**config.mk**
```make
export PLATFORM = sky130hd
export DESIGN_NAME = sih_ctrl
export DESIGN_NICKNAME = d
export VERILOG_FILES = /design/src/hdl/sih_pkg.sv /design/src/hdl/sih_ctrl.sv
export SDC_FILE = /design/constraint.sdc
export NUM_CORES = 1
export LEC_CHECK = 0
export BUFFER_PORTS_ARGS = -buffer_cell sky130_fd_sc_hd__buf_4
export CORE_ASPECT_RATIO = 2
export CORE_MARGIN = 2
export CORE_UTILIZATION = 45
export DETAILED_ROUTE_END_ITERATION = 10
export GPL_TIMING_DRIVEN = 0
export PLACE_DENSITY_LB_ADDON = 0.3
export SLEW_MARGIN = 40
export SYNTH_ARGS = -nofsm -noshare
export SYNTH_HDL_FRONTEND = slang
export SYNTH_SLANG_ARGS = --single-unit
```
**constraint.sdc**
```tcl
create_clock -name clk -period 3.3 [get_ports clk]
set_clock_uncertainty 0.1 [all_clocks]
set_input_delay 0.99 -clock clk [delete_from_list [all_inputs] [get_ports clk]]
set_output_delay 0.99 -clock clk [all_outputs]
set_load 0.005 [all_outputs]
```
**src/hdl/sih_pkg.sv**
```systemverilog
// Package for the string intern hash table: payload structs, status codes,
// controller-to-datapath command and status structs. No dependencies.
`default_nettype none
package sih_pkg;
	localparam int unsigned MapSlotsDef    = 1024;
	localparam int unsigned RegionBytesDef = 65536;
	localparam int unsigned MaxStringDef   = 256;
	localparam int unsigned ProbeLimitDef  = 3;
	localparam int unsigned HashBytes      = 8;

	localparam logic [2:0] ST_INSERTED = 3'd0;
	localparam logic [2:0] ST_FOUND    = 3'd1;
	localparam logic [2:0] ST_FULL     = 3'd2;
	localparam logic [2:0] ST_EXHAUST  = 3'd3;
	localparam logic [2:0] ST_TOO_LONG = 3'd4;

	localparam logic [0:0] REG_SLOT_LOG2 = 1'd0;
	localparam logic [0:0] REG_CAPACITY  = 1'd1;

	typedef struct packed {
		logic [63:0] key_hash;
		logic [7:0]  data_byte;
		logic        has_byte;
		logic        is_last;
	} in_item_t;

	typedef struct packed {
		logic [2:0]  status;
		logic [16:0] entry_offset;
		logic [31:0] insert_total;
	} out_item_t;

	typedef enum logic [3:0] {
		CMD_NONE,
		CMD_CLEAR,
		CMD_START,
		CMD_SLOT_RD,
		CMD_SLOT_EVAL,
		CMD_CMP_RD,
		CMD_CMP_EVAL,
		CMD_WR_ENTRY,
		CMD_WR_SLOT,
		CMD_NEXT_PROBE,
		CMD_FINISH
	} cmd_op_t;

	typedef struct packed {
		cmd_op_t    op;
		logic [2:0] status;
	} cmd_t;

	typedef struct packed {
		logic clear_done;
		logic overflow;
		logic cap_fail;
		logic slot_empty;
		logic tag_hit;
		logic span_ok;
		logic cmp_mismatch;
		logic cmp_done;
		logic wr_done;
		logic probes_left;
	} stat_t;
endpackage
`default_nettype wire

```
**src/hdl/sih_ctrl.sv**
```systemverilog
// Controller of the string intern hash table: clearing pass, probe sequence,
// compare and insert steps, output register. Depends on sih_pkg.
`default_nettype none
module sih_ctrl (
	input  wire                   clk,
	input  wire                   arst_n,
	input  wire                   in_valid,
	input  wire sih_pkg::in_item_t in_item,
	output logic                  in_stall,
	output logic                  out_valid,
	input  wire                   out_stall,
	output sih_pkg::out_item_t    out_item,
	input  wire sih_pkg::out_item_t result,
	input  wire sih_pkg::stat_t   stat,
	output sih_pkg::cmd_t         cmd,
	output logic                  in_take
);
	import sih_pkg::*;
	typedef enum logic [3:0] {
		S_CLEAR, S_IDLE, S_CHECK, S_SLOT_RD, S_SLOT_EVAL, S_CMP_RD, S_CMP_EVAL,
		S_CMP_END, S_WR, S_WR_SLOT, S_DONE, S_FAIL
	} state_t;
	state_t state_q;
	logic [2:0] status_q;
	logic       busy;
	logic       out_free;

	assign busy = state_q != S_IDLE;
	assign out_free = !out_valid || !out_stall;
	assign in_stall = busy;
	assign in_take = in_valid && !in_stall;

	always_comb begin
		cmd.status = status_q;
		case (state_q)
			S_CLEAR:     cmd.op = CMD_CLEAR;
			S_CHECK:     cmd.op = CMD_START;
			S_SLOT_RD:   cmd.op = CMD_SLOT_RD;
			S_SLOT_EVAL: cmd.op = CMD_SLOT_EVAL;
			S_CMP_RD:    cmd.op = CMD_CMP_RD;
			S_CMP_EVAL:  cmd.op = CMD_CMP_EVAL;
			S_WR:        cmd.op = stat.wr_done ? CMD_NONE : CMD_WR_ENTRY;
			S_WR_SLOT:   cmd.op = CMD_WR_SLOT;
			S_DONE:      cmd.op = out_free ? CMD_FINISH : CMD_NONE;
			S_FAIL:      cmd.op = stat.probes_left ? CMD_NEXT_PROBE : CMD_NONE;
			default:     cmd.op = CMD_NONE;
		endcase
	end

	always_ff @(posedge clk or negedge arst_n) begin
		if (!arst_n) begin
			state_q <= S_CLEAR;
			status_q <= ST_EXHAUST;
			out_valid <= 1'b0;
			out_item <= '0;
		end else begin
			if (out_valid && !out_stall)
				out_valid <= 1'b0;
			case (state_q)
				S_CLEAR: if (stat.clear_done) state_q <= S_IDLE;
				S_IDLE: if (in_take && in_item.is_last) state_q <= S_CHECK;
				S_CHECK: begin
					if (stat.overflow) begin
						status_q <= ST_TOO_LONG;
						state_q <= S_DONE;
					end else if (stat.cap_fail) begin
						status_q <= ST_FULL;
						state_q <= S_DONE;
					end else
						state_q <= S_SLOT_RD;
				end
				S_SLOT_RD: state_q <= S_SLOT_EVAL;
				S_SLOT_EVAL: begin
					if (stat.slot_empty)
						state_q <= S_WR;
					else if (stat.tag_hit && stat.span_ok)
						state_q <= S_CMP_RD;
					else
						state_q <= S_FAIL;
				end
				S_CMP_RD: state_q <= S_CMP_EVAL;
				S_CMP_EVAL: state_q <= stat.cmp_done ? S_CMP_END : S_CMP_RD;
				S_CMP_END: begin
					if (stat.cmp_mismatch)
						state_q <= S_FAIL;
					else begin
						status_q <= ST_FOUND;
						state_q <= S_DONE;
					end
				end
				S_WR: if (stat.wr_done) state_q <= S_WR_SLOT;
				S_WR_SLOT: begin
					status_q <= ST_INSERTED;
					state_q <= S_DONE;
				end
				S_FAIL: begin
					if (stat.probes_left)
						state_q <= S_SLOT_RD;
					else begin
						status_q <= ST_EXHAUST;
						state_q <= S_DONE;
					end
				end
				S_DONE: begin
					if (out_free) begin
						out_valid <= 1'b1;
						out_item <= result;
						state_q <= S_IDLE;
					end
				end
				default: state_q <= S_IDLE;
			endcase
		end
	end
endmodule
`default_nettype wire

```
* Word-level counts from Yosys, hierarchy flattened
Cells that the tools add are included.
Widths: inputs -> output; s select.
** Storage, ports and cells
- Bits in registers :: 60
- Bits in latches :: 0
- RAM bits :: 0
- Bits in read-only memories :: 0
- Output and inout bits :: 62
- Word-level logic and storage cells :: 62
- Memories kept :: 0
** Operators by class
- Add/sub/neg operators :: 0
- Multipliers :: 0
- Divide/modulo/power cells :: 0
- Magnitude comparators :: 0
- Equality and inequality tests :: 19
- Shifts and indexed selects :: 0
- Multiplexer cells :: 24
- Bitwise logic cells :: 0
- Reduce and logical (&&, ||, !) cells :: 13
** Operator list (number)
- $pmux 4 s12 :: 1
- $mux 4 :: 11
- $pmux 4 s10 :: 1
- $eq 4x3->1 const B :: 4
- $eq 4x4->1 const B :: 4
- $mux 3 :: 5
- $ne 2x2->1 const B :: 6
- $pmux 3 s4 :: 1
- $eq 4x2->1 const B :: 2
- $reduce_and 4->1 :: 2
- $eq 4x1->1 const B :: 1
- $logic_and 1x1->1 :: 4
- $logic_not 4->1 :: 1
- $mux 1 :: 4
- $ne 4x1->1 const B :: 1
- $reduce_bool 4->1 :: 1
- $logic_not 1->1 :: 3
- $ne 3x3->1 const B :: 1
- $mux 2 :: 1
- $reduce_and 2->1 :: 1
- $logic_or 1x1->1 :: 1

* Logic depth before layout (Yosys ltp)
Gate-level depths: netlist of run 1.
- Depth in word-level cells :: 6
- Depth in mapped cells :: 6
- Mapped depth without buffers :: 4

* Least setup slack after synthesis of run 1
No wires, ideal clock.
- Path type :: in2out
- From :: input port out_stall
- To :: output port cmd[4] in the netlist's numbering
- Data arrival time :: 1553 ps
- Setup slack :: 657 ps
- Cell stages on the path :: 4
- Cells stage by stage :: nand2_1 a21boi_0 o22ai_1 a22o_1
** RTL lines
- start, declared :: line sih_ctrl.sv:11 : input wire out_stall,
- end, declared :: line sih_ctrl.sv:15 : output sih_pkg::cmd_t cmd,

==> run summary, run 1 <==
For this run, the slowest stage of the critical path takes 260 ps. The power density relative to cell area is 956.4 nW/um^2. The leakage power came out at 2.268 nW. Entering global routing, the biggest net connects 61 pins.

The number of max-slew violations in the final report is 0. The cell area after technology mapping came out at 2919 sq um. The highest clock rate is 0.3325 GHz. By instance count, the cell type seen most on the critical path is sky130_fd_sc_hd__buf_4. The number of setup violations in the final report is 0.

The floorplan has 41 rows. The placeable core region is 6310 sq um. The library cell contributing the largest single delay on the critical path is sky130_fd_sc_hd__a21boi_0. The post-route netlist has 61.89% of its cells at a drive strength greater than 1. The net total in the final layout is 486. The global-route wire length before repair is 10630 microns. The worst-margin pin slew came out at 534.2 ps. During synthesis, Yosys emitted a total of 0 warnings.

After synthesis, the share of flip-flops with an asynchronous set or reset is 100.0%. The number of fill cells in the layout came out at 489. The number of nets in the synthesized netlist is 347. The die boundary height came out at 117.9 microns. The synthesis-to-finish area growth is 46.72%. Global routing used 20.01% of the available tracks across all layers. The total wire length after detailed routing is 6922 microns. The number of different library cells in the post-synthesis netlist came out at 45. The number of hold violations in the final report is 0. The tightest min-delay check is of the flip-flop to flip-flop type.

The flow ran to the end, and the final reports show no timing, DRC or antenna violations. Detailed placement ended at an HPWL of 5172 microns. The number of nets still failing antenna checks after routing is 0.

The H-tree level count came out at 3. The pre-CTS setup slack is 314.0 ps. STA classifies the critical path endpoint as a primary output. The number of hold buffers added after CTS came out at 0. The sequential-to-total area share from yosys stat is 51.52%. The clock passes through at most 2 buffers. The initial antenna violation count came to 0. The clock period minus worst slack came out at 3007 ps. The wire length per cell after detailed routing is 15.91 microns.

Counting flops with a built-in enable in the synthesized netlist gives 0. Across the run, the number of max-cap violations was 0. The clock drives 60 sinks.

The remaining max-slew budget at the tightest pin is 64.39%. The number of cells in the finished layout apart from fillers came out at 435. The endpoint required time on the critical path is 2210 ps. The via count is 2203. The final worst hold slack came out at 401.8 ps. The summed negative setup slack over all endpoints came out at 0 ps. Counting flops and latches in the post-synthesis netlist gives 60.

The number of ports placed on the die boundary is 202. The clock tree from TritonCTS is yes. The worst-skew pair later-pin latency is 320 ps.

The number of clock buffers added by TritonCTS is 9. The number of global-route vias before repair was 2254. The post-layout utilization of the core is 67.88%. The worst IR drop on VDD came out at 536.3 uV.

Walking the worst path, the cells encountered are buf_4 -> nand2_1 -> a21boi_0 -> o22ai_1 -> a22o_1 -> buf_4. The number of design rule violations left after detail routing is 0. STA puts the critical path data arrival time at 1920 ps.

The number of buffer and inverter instances along the worst setup path came out at 2. The clock root buffer is sky130_fd_sc_hd__clkbuf_16. The post-route cell area is 4283 sq um.

The worst setup path is launched from an input pin. The first detailed-routing pass took 4 iterations. In the synthesized netlist, the number of instances is 207. Setup repair after global routing left no endpoint under its margin. In the synthesized netlist the dominant register cell turns out to be sky130_fd_sc_hd__dfrtp_1.

Using the TritonRoute via totals, the vias-per-cell ratio works out to 5.064. For this run the aggregate overflow at the end of global routing stands at 0. The initial core utilization came out at 46.26%.

Total power for the finished layout comes to 4.096 mW. The setup path with the least slack is of type input pin to primary output. The kind of cell with the highest combined delay along the critical path is compound AO/OA/AOI/OAI gates. The number of I/O port buffers came out at 128. A synthesized cell averages 14.10 sq um. The violation count after the first detailed-route iteration came out at 79.

The post-CTS setup buffer count is 0. The post-CTS resize count came out at 0. Dividing the final minimum period by the clock period gives 91.13%.

After detailed placement, the design holds a cell count of 421. Clock-pin slew was measured on the worst setup and hold paths at 50 ps. In this run the worst path has a maximum fanout of 4. The die covers 7186 sq um. The die span in x came out at 60.95 microns. The global placement routability congestion is 0.9290.

The standard cell area after detailed placement is 3988 sq um. In the post-route analysis, the smallest setup slack over all paths is 292.8 ps. 0 antenna diodes ended up in the layout.
final timing paths:
kind,cells after the start,to,slack [ps],startpoint
worst max-delay path,6,cmd[4],290,out_stall
worst min-delay path,2,status_q[1]$_DFFE_PN1P_,400,status_q[1]$_DFFE_PN1P_
worst max register to register,5,out_item[50]$_DFFE_PN0P_,1620,state_q[2]$_DFFE_PN0P_
worst min register to register,2,status_q[1]$_DFFE_PN1P_,400,status_q[1]$_DFFE_PN1P_
max in group asynchronous,1,status_q[1]$_DFFE_PN1P_,2180,arst_n
min in group asynchronous,1,out_item[49]$_DFFE_PN0P_,530,arst_n
state kept, by name, summed over array words and instances (netlist names):
| signal | flops |
|---|---|
| out_item | 52 |
| out_valid | 1 |
| state_q | 4 |
| status_q | 3 |
area by class of cell:
class                      count  area (sq um)  area share, %
sequential                    60          1504          35.12
multi-input combinational    130          1290          30.12
timing repair buffer         128         964.7          22.52
clock buffer                  12         256.5          5.989
buffer                        13         107.6          2.512
tap                           86         107.6          2.512
clock inverter                 2         35.03         0.8180
inverter                       4         17.52         0.4090
cell usage after synthesis, types with 2 or more instances:
library cell | instances | area [sq um]
sky130_fd_sc_hd__inv_1 | 3 | 11.26
sky130_fd_sc_hd__nor2_1 | 5 | 18.77
sky130_fd_sc_hd__nor3_1 | 3 | 15.01
sky130_fd_sc_hd__o21ai_0 | 6 | 30.03
sky130_fd_sc_hd__mux2i_1 | 4 | 40.04
sky130_fd_sc_hd__dfrtp_1 | 58 | 1451
sky130_fd_sc_hd__buf_4 | 5 | 37.54
sky130_fd_sc_hd__o22ai_1 | 2 | 12.51
sky130_fd_sc_hd__nand2b_1 | 3 | 18.77
sky130_fd_sc_hd__a21oi_1 | 7 | 35.03
sky130_fd_sc_hd__dfstp_2 | 2 | 52.55
sky130_fd_sc_hd__mux2_4 | 50 | 750.7
sky130_fd_sc_hd__mux2_2 | 3 | 33.78
sky130_fd_sc_hd__or2_2 | 2 | 12.51
sky130_fd_sc_hd__buf_6 | 5 | 56.30
sky130_fd_sc_hd__nand2_1 | 16 | 60.06
sky130_fd_sc_hd__a21o_1 | 2 | 15.01
sky130_fd_sc_hd__a32oi_1 | 2 | 17.52
sky130_fd_sc_hd__buf_2 | 2 | 10.01
sky130_fd_sc_hd__and2_1 | 2 | 12.51
cell families (layout without fill, tap and decap cells):
logic type	count (synthesis)	in the layout	synth area share (%)
AO/OA/AOI/OAI	30	30	7.330
XOR/XNOR	1	1	0.3001
buffers and inverters	17	159	4.286
flip-flops	60	60	51.52
multiplexers	57	57	28.25
AND/OR/NAND/NOR	42	42	8.316
cells in the final DEF, fill, tap and decap left out, drive strengths merged, types with 2 or more instances in the layout:
master / netlist / routed
o22ai: 2 / 2
mux2i: 4 / 4
inv: 4 / 4
a21oi: 7 / 7
nor2: 6 / 6
nor3: 3 / 3
nand2b: 3 / 3
clkbuf: 1 / 13
nand3: 2 / 2
buf: 12 / 140
a32oi: 3 / 3
o21ai: 6 / 6
nand2: 16 / 16
dfstp: 2 / 2
mux2: 53 / 53
a21o: 2 / 2
or2: 2 / 2
and2: 2 / 2
dfrtp: 58 / 58
report_power, final:
group	switching, mW	total [mW]	internal, mW
Combinational	0.694	1.88	1.19
Clock	0.291	0.905	0.614
Sequential	0.200	1.31	1.11
Total	1.19	4.10	2.91
routing by layer:
layer,GRT usage [%],part of all wire [%],vias up
met5,0,0,-
met4,10.73,3.1,0
met3,5.934,7.1,18
met2,32.19,50,128
met1,22.81,40,1043
li1,-,-,1014
worst reg2reg max path, delay by kind of cell (launching register included):
family / cells / cell delay [ps]
buffers and inverters: 2 / 390
flip-flops: 1 / 360
multiplexers: 1 / 310
AND/OR/NAND/NOR: 2 / 400
No activity file was read; power rests on OpenSTA's default activity.
==> run 2: changes to the inputs <==
--- a/config.mk
+++ b/config.mk
@@ -6,9 +6,11 @@
 export NUM_CORES = 1
 export LEC_CHECK = 0
 export BUFFER_PORTS_ARGS = -buffer_cell sky130_fd_sc_hd__buf_4
+export CELL_PAD_IN_SITES_DETAIL_PLACEMENT = 1
+export CELL_PAD_IN_SITES_GLOBAL_PLACEMENT = 2
 export CORE_ASPECT_RATIO = 2
 export CORE_MARGIN = 2
-export CORE_UTILIZATION = 45
+export CORE_UTILIZATION = 26
 export DETAILED_ROUTE_END_ITERATION = 10
 export GPL_TIMING_DRIVEN = 0
 export PLACE_DENSITY_LB_ADDON = 0.3
==> constraint.sdc (replaced) <==
create_clock -name clk -period 3.5 [get_ports clk]
set_clock_uncertainty 0.1 [all_clocks]
set_input_delay 1.05 -clock clk [delete_from_list [all_inputs] [get_ports clk]]
set_output_delay 1.05 -clock clk [all_outputs]
set_load 0.005 [all_outputs]
==> run summary, run 2 (same netlist as run 1, synthesis figures left out) <==
Outcome: complete, no violations (unchanged). The number of nets still failing antenna checks after routing came out at 0 (unchanged). The critical register-to-register path endpoint is state_q[0]$_DFFE_PN0P_ (was out_item[50]$_DFFE_PN0P_). The count of inserted antenna diode cells is 0 (unchanged).

The via-per-instance ratio is 4.519 (was 5.064). The post-CTS resize count came out at 0 (unchanged). The synthesis-to-finish area growth came out at 49.34% (was 46.72%).

The HPWL reported at the end of detailed placement came out at 6366 microns (was 5172 microns). The most common library cell in the layout ignoring fill and taps is sky130_fd_sc_hd__buf_4 (unchanged). Unrepaired setup endpoints after global routing: no (unchanged).

The total wire length after detailed routing was 8402 microns (was 6922 microns). The routed length on met2 came out at 4524 microns (was 3439 microns). The die footprint was 12140 sq um (was 7186 sq um).

The launch instance of the worst register-to-register path is state_q[3]$_DFFE_PN0P_ (was state_q[2]$_DFFE_PN0P_). The worst setup slack for register-to-register paths came out at 1750 ps (was 1620 ps). The net total in the final layout is 486 (unchanged). The worst path uses 88.31% of the clock period.

The placeable core region is 10950 sq um (was 6310 sq um). The met3 layer wire length in the routed design is 567 microns (was 490 microns). The number of hold violations in the final report is 0 (unchanged). The type of the worst min-delay path is flip-flop to flip-flop (unchanged). The die span in x came out at 78.93 microns (was 60.95 microns). The die boundary height came to 153.8 microns (was 117.9 microns). The total routing resource utilization after global routing came to 14.25% (was 20.01%). The H-tree level count came out at 3 (unchanged). The violation count after the first detailed-route iteration is 45 (was 79).

The leakage power is 2.273 nW (was 2.268 nW). The via count came out at 2219 (was 2203). The global-route wire length before repair is 13260 microns (was 10630 microns). The number of cells traversed by the worst hold path is 1 (was 2). The biggest fanout along the worst timing path is 4 (unchanged). The number of ports placed on the die boundary is 202 (unchanged). The number of design rule violations left after detail routing is 0 (unchanged). The total number of clock tree sinks is 60 (unchanged). The clock period minus worst slack is 3091 ps. The max capacitance violation total is 0 (unchanged). The startpoint type of the worst setup path is an input pin (unchanged). The uppermost layer routed is met4 (unchanged). The global placement routability congestion is 0.8211 (was 0.9290). The worst IR drop on VDD came out at 236.1 uV (was 536.3 uV). The number of cells on the worst reg-to-reg path is 6 (was 5). The endpoint arrival time on the critical path came out at 1940 ps (was 1920 ps).

The total clock buffers created by CTS was 9 (unchanged). The summed negative setup slack over all endpoints came out at 0 ps (unchanged). The initial antenna violation count came out at 0 (unchanged). The met1 layer wirelength in the final routing came to 2948 microns (was 2778 microns).

Regs by FF count: out_item (52), state_q (4), status_q (3) (unchanged). The power density relative to cell area came to 899.0 nW/um^2 (was 956.4 nW/um^2). The detailed-router iteration count before antenna repair came out at 4 (unchanged). The worst min-delay path startpoint is out_item[44]$_DFFE_PN0P_ (was status_q[1]$_DFFE_PN1P_). The number of setup violations in the final report is 0 (unchanged). The number of I/O port buffers is 128 (unchanged). The final global-route overflow total is 0 (unchanged). The multi-input combinational cell area was 1290 sq um (unchanged). The number of fill cells in the layout came out at 1220 (was 489). The final worst hold slack came out at 408.1 ps (was 401.8 ps). The number of rows created at floorplan came out at 54 (was 41). Timing would allow up to 0.3235 GHz. The endpoint type of the worst setup path is a primary output (unchanged). The number of hold buffers added after CTS came out at 0 (unchanged). The clock root buffer is sky130_fd_sc_hd__clkbuf_16 (unchanged). The register with the highest flop count is out_item (unchanged). The endpoint required time on the critical path is 2350 ps (was 2210 ps).

The number of max-slew violations in the final report was 0 (unchanged). The wire length per cell after detailed routing came out at 17.11 microns (was 15.91 microns). The maximum number of pins on one net before global-route repair came out at 61 (unchanged).

The number of global-route vias before repair is 2458 (was 2254). The clock slew seen by the registers of the worst setup and hold paths is 50 ps (about the same). The worst-skew pair later-pin latency came out at 320 ps (about the same).

The clock tree from TritonCTS is yes (unchanged). The classification of the worst setup path is input pin to primary output (unchanged). The footprint of the flip-flops and latches came out at 1504 sq um (unchanged).

The worst-margin pin slew is 569.2 ps (was 534.2 ps). The buffer depth of the longest clock path was 2 (unchanged). The share of final-layout standard cells stronger than drive strength 1 was 62.39% (was 61.89%). The remaining max-slew budget at the tightest pin came out at 62.06% (was 64.39%).

The number of flip-flops under the largest register name was 52 (unchanged). Top library cells by usage in the layout, fill and taps aside: sky130_fd_sc_hd__buf_4 (132), sky130_fd_sc_hd__dfrtp_1 (58), sky130_fd_sc_hd__mux2_4 (50) (unchanged). The hold path endpoint is out_item[44]$_DFFE_PN0P_ (was status_q[1]$_DFFE_PN1P_).

The post-CTS setup buffer count came out at 0 (unchanged). The initial core utilization is 26.67% (was 46.26%).
==> run 2: cell types whose count changed in the layout (fill, tap and decap cells not counted), sizes merged <==
cell    before  now
clkinv       1    5
clkbuf      13   10
inv          4    5
==> run 2: critical path, stage by stage <==
cell	delay [ps]
sky130_fd_sc_hd__buf_4	100
sky130_fd_sc_hd__nand2_1	120
sky130_fd_sc_hd__a21boi_0	220
sky130_fd_sc_hd__o22ai_1	110
sky130_fd_sc_hd__a22o_1	210
sky130_fd_sc_hd__buf_4	130
==> run 2: power breakdown <==
| group | internal, mW | switching (mW) | total (mW) | leakage [nW] |
|---|---|---|---|---|
| clock network | 0.554 | 0.327 | 0.881 | 0.150 |
| registers | 1.04 | 0.197 | 1.24 | 0.732 |
| logic | 1.12 | 0.677 | 1.80 | 1.39 |
==> run 2: stage by stage <==
stage,utilization (%),setup slack [ps],area [sq um],power [mW],instances
after floorplan,-,737.2,2919,2.211,207
after global placement,37.05,440.7,4055,3.031,475
after detailed placement,37.05,450.7,4055,3.069,475
after CTS,39.79,432.4,4355,3.990,491
after global routing,39.83,355.1,4359,4.187,491
final,39.83,409.1,4359,3.919,491
==> run 2: layout make-up <==
type,count,share of cell area [%]
buffer,13,2.468
clock buffer,9,5.166
clock inverter,7,1.722
inverter,4,0.4018
multi-input combinational,130,29.59
sequential,60,34.50
tap,140,4.018
timing repair buffer,128,22.13
==> run 2: how the worst max path moves through the flow <==
stage	to	slack, ps	cells past startpoint	startpoint
floorplan	cmd[4]	740	4	out_stall
global placement	cmd[4]	440	6	out_stall
detailed placement	cmd[4]	450	6	out_stall
CTS	cmd[4]	430	6	out_stall
global route	cmd[4]	360	6	out_stall
finish	cmd[4]	410	6	out_stall
==> run 2: metal layers <==
| metal | vias to the layer above | global-route usage [%] |
|---|---|---|
| li1 | 1019 | - |
| met1 | 1071 | 14.99 |
| met2 | 109 | 25.56 |
| met3 | 20 | 3.052 |
| met4 | 0 | 8.210 |
| met5 | - | 0 |
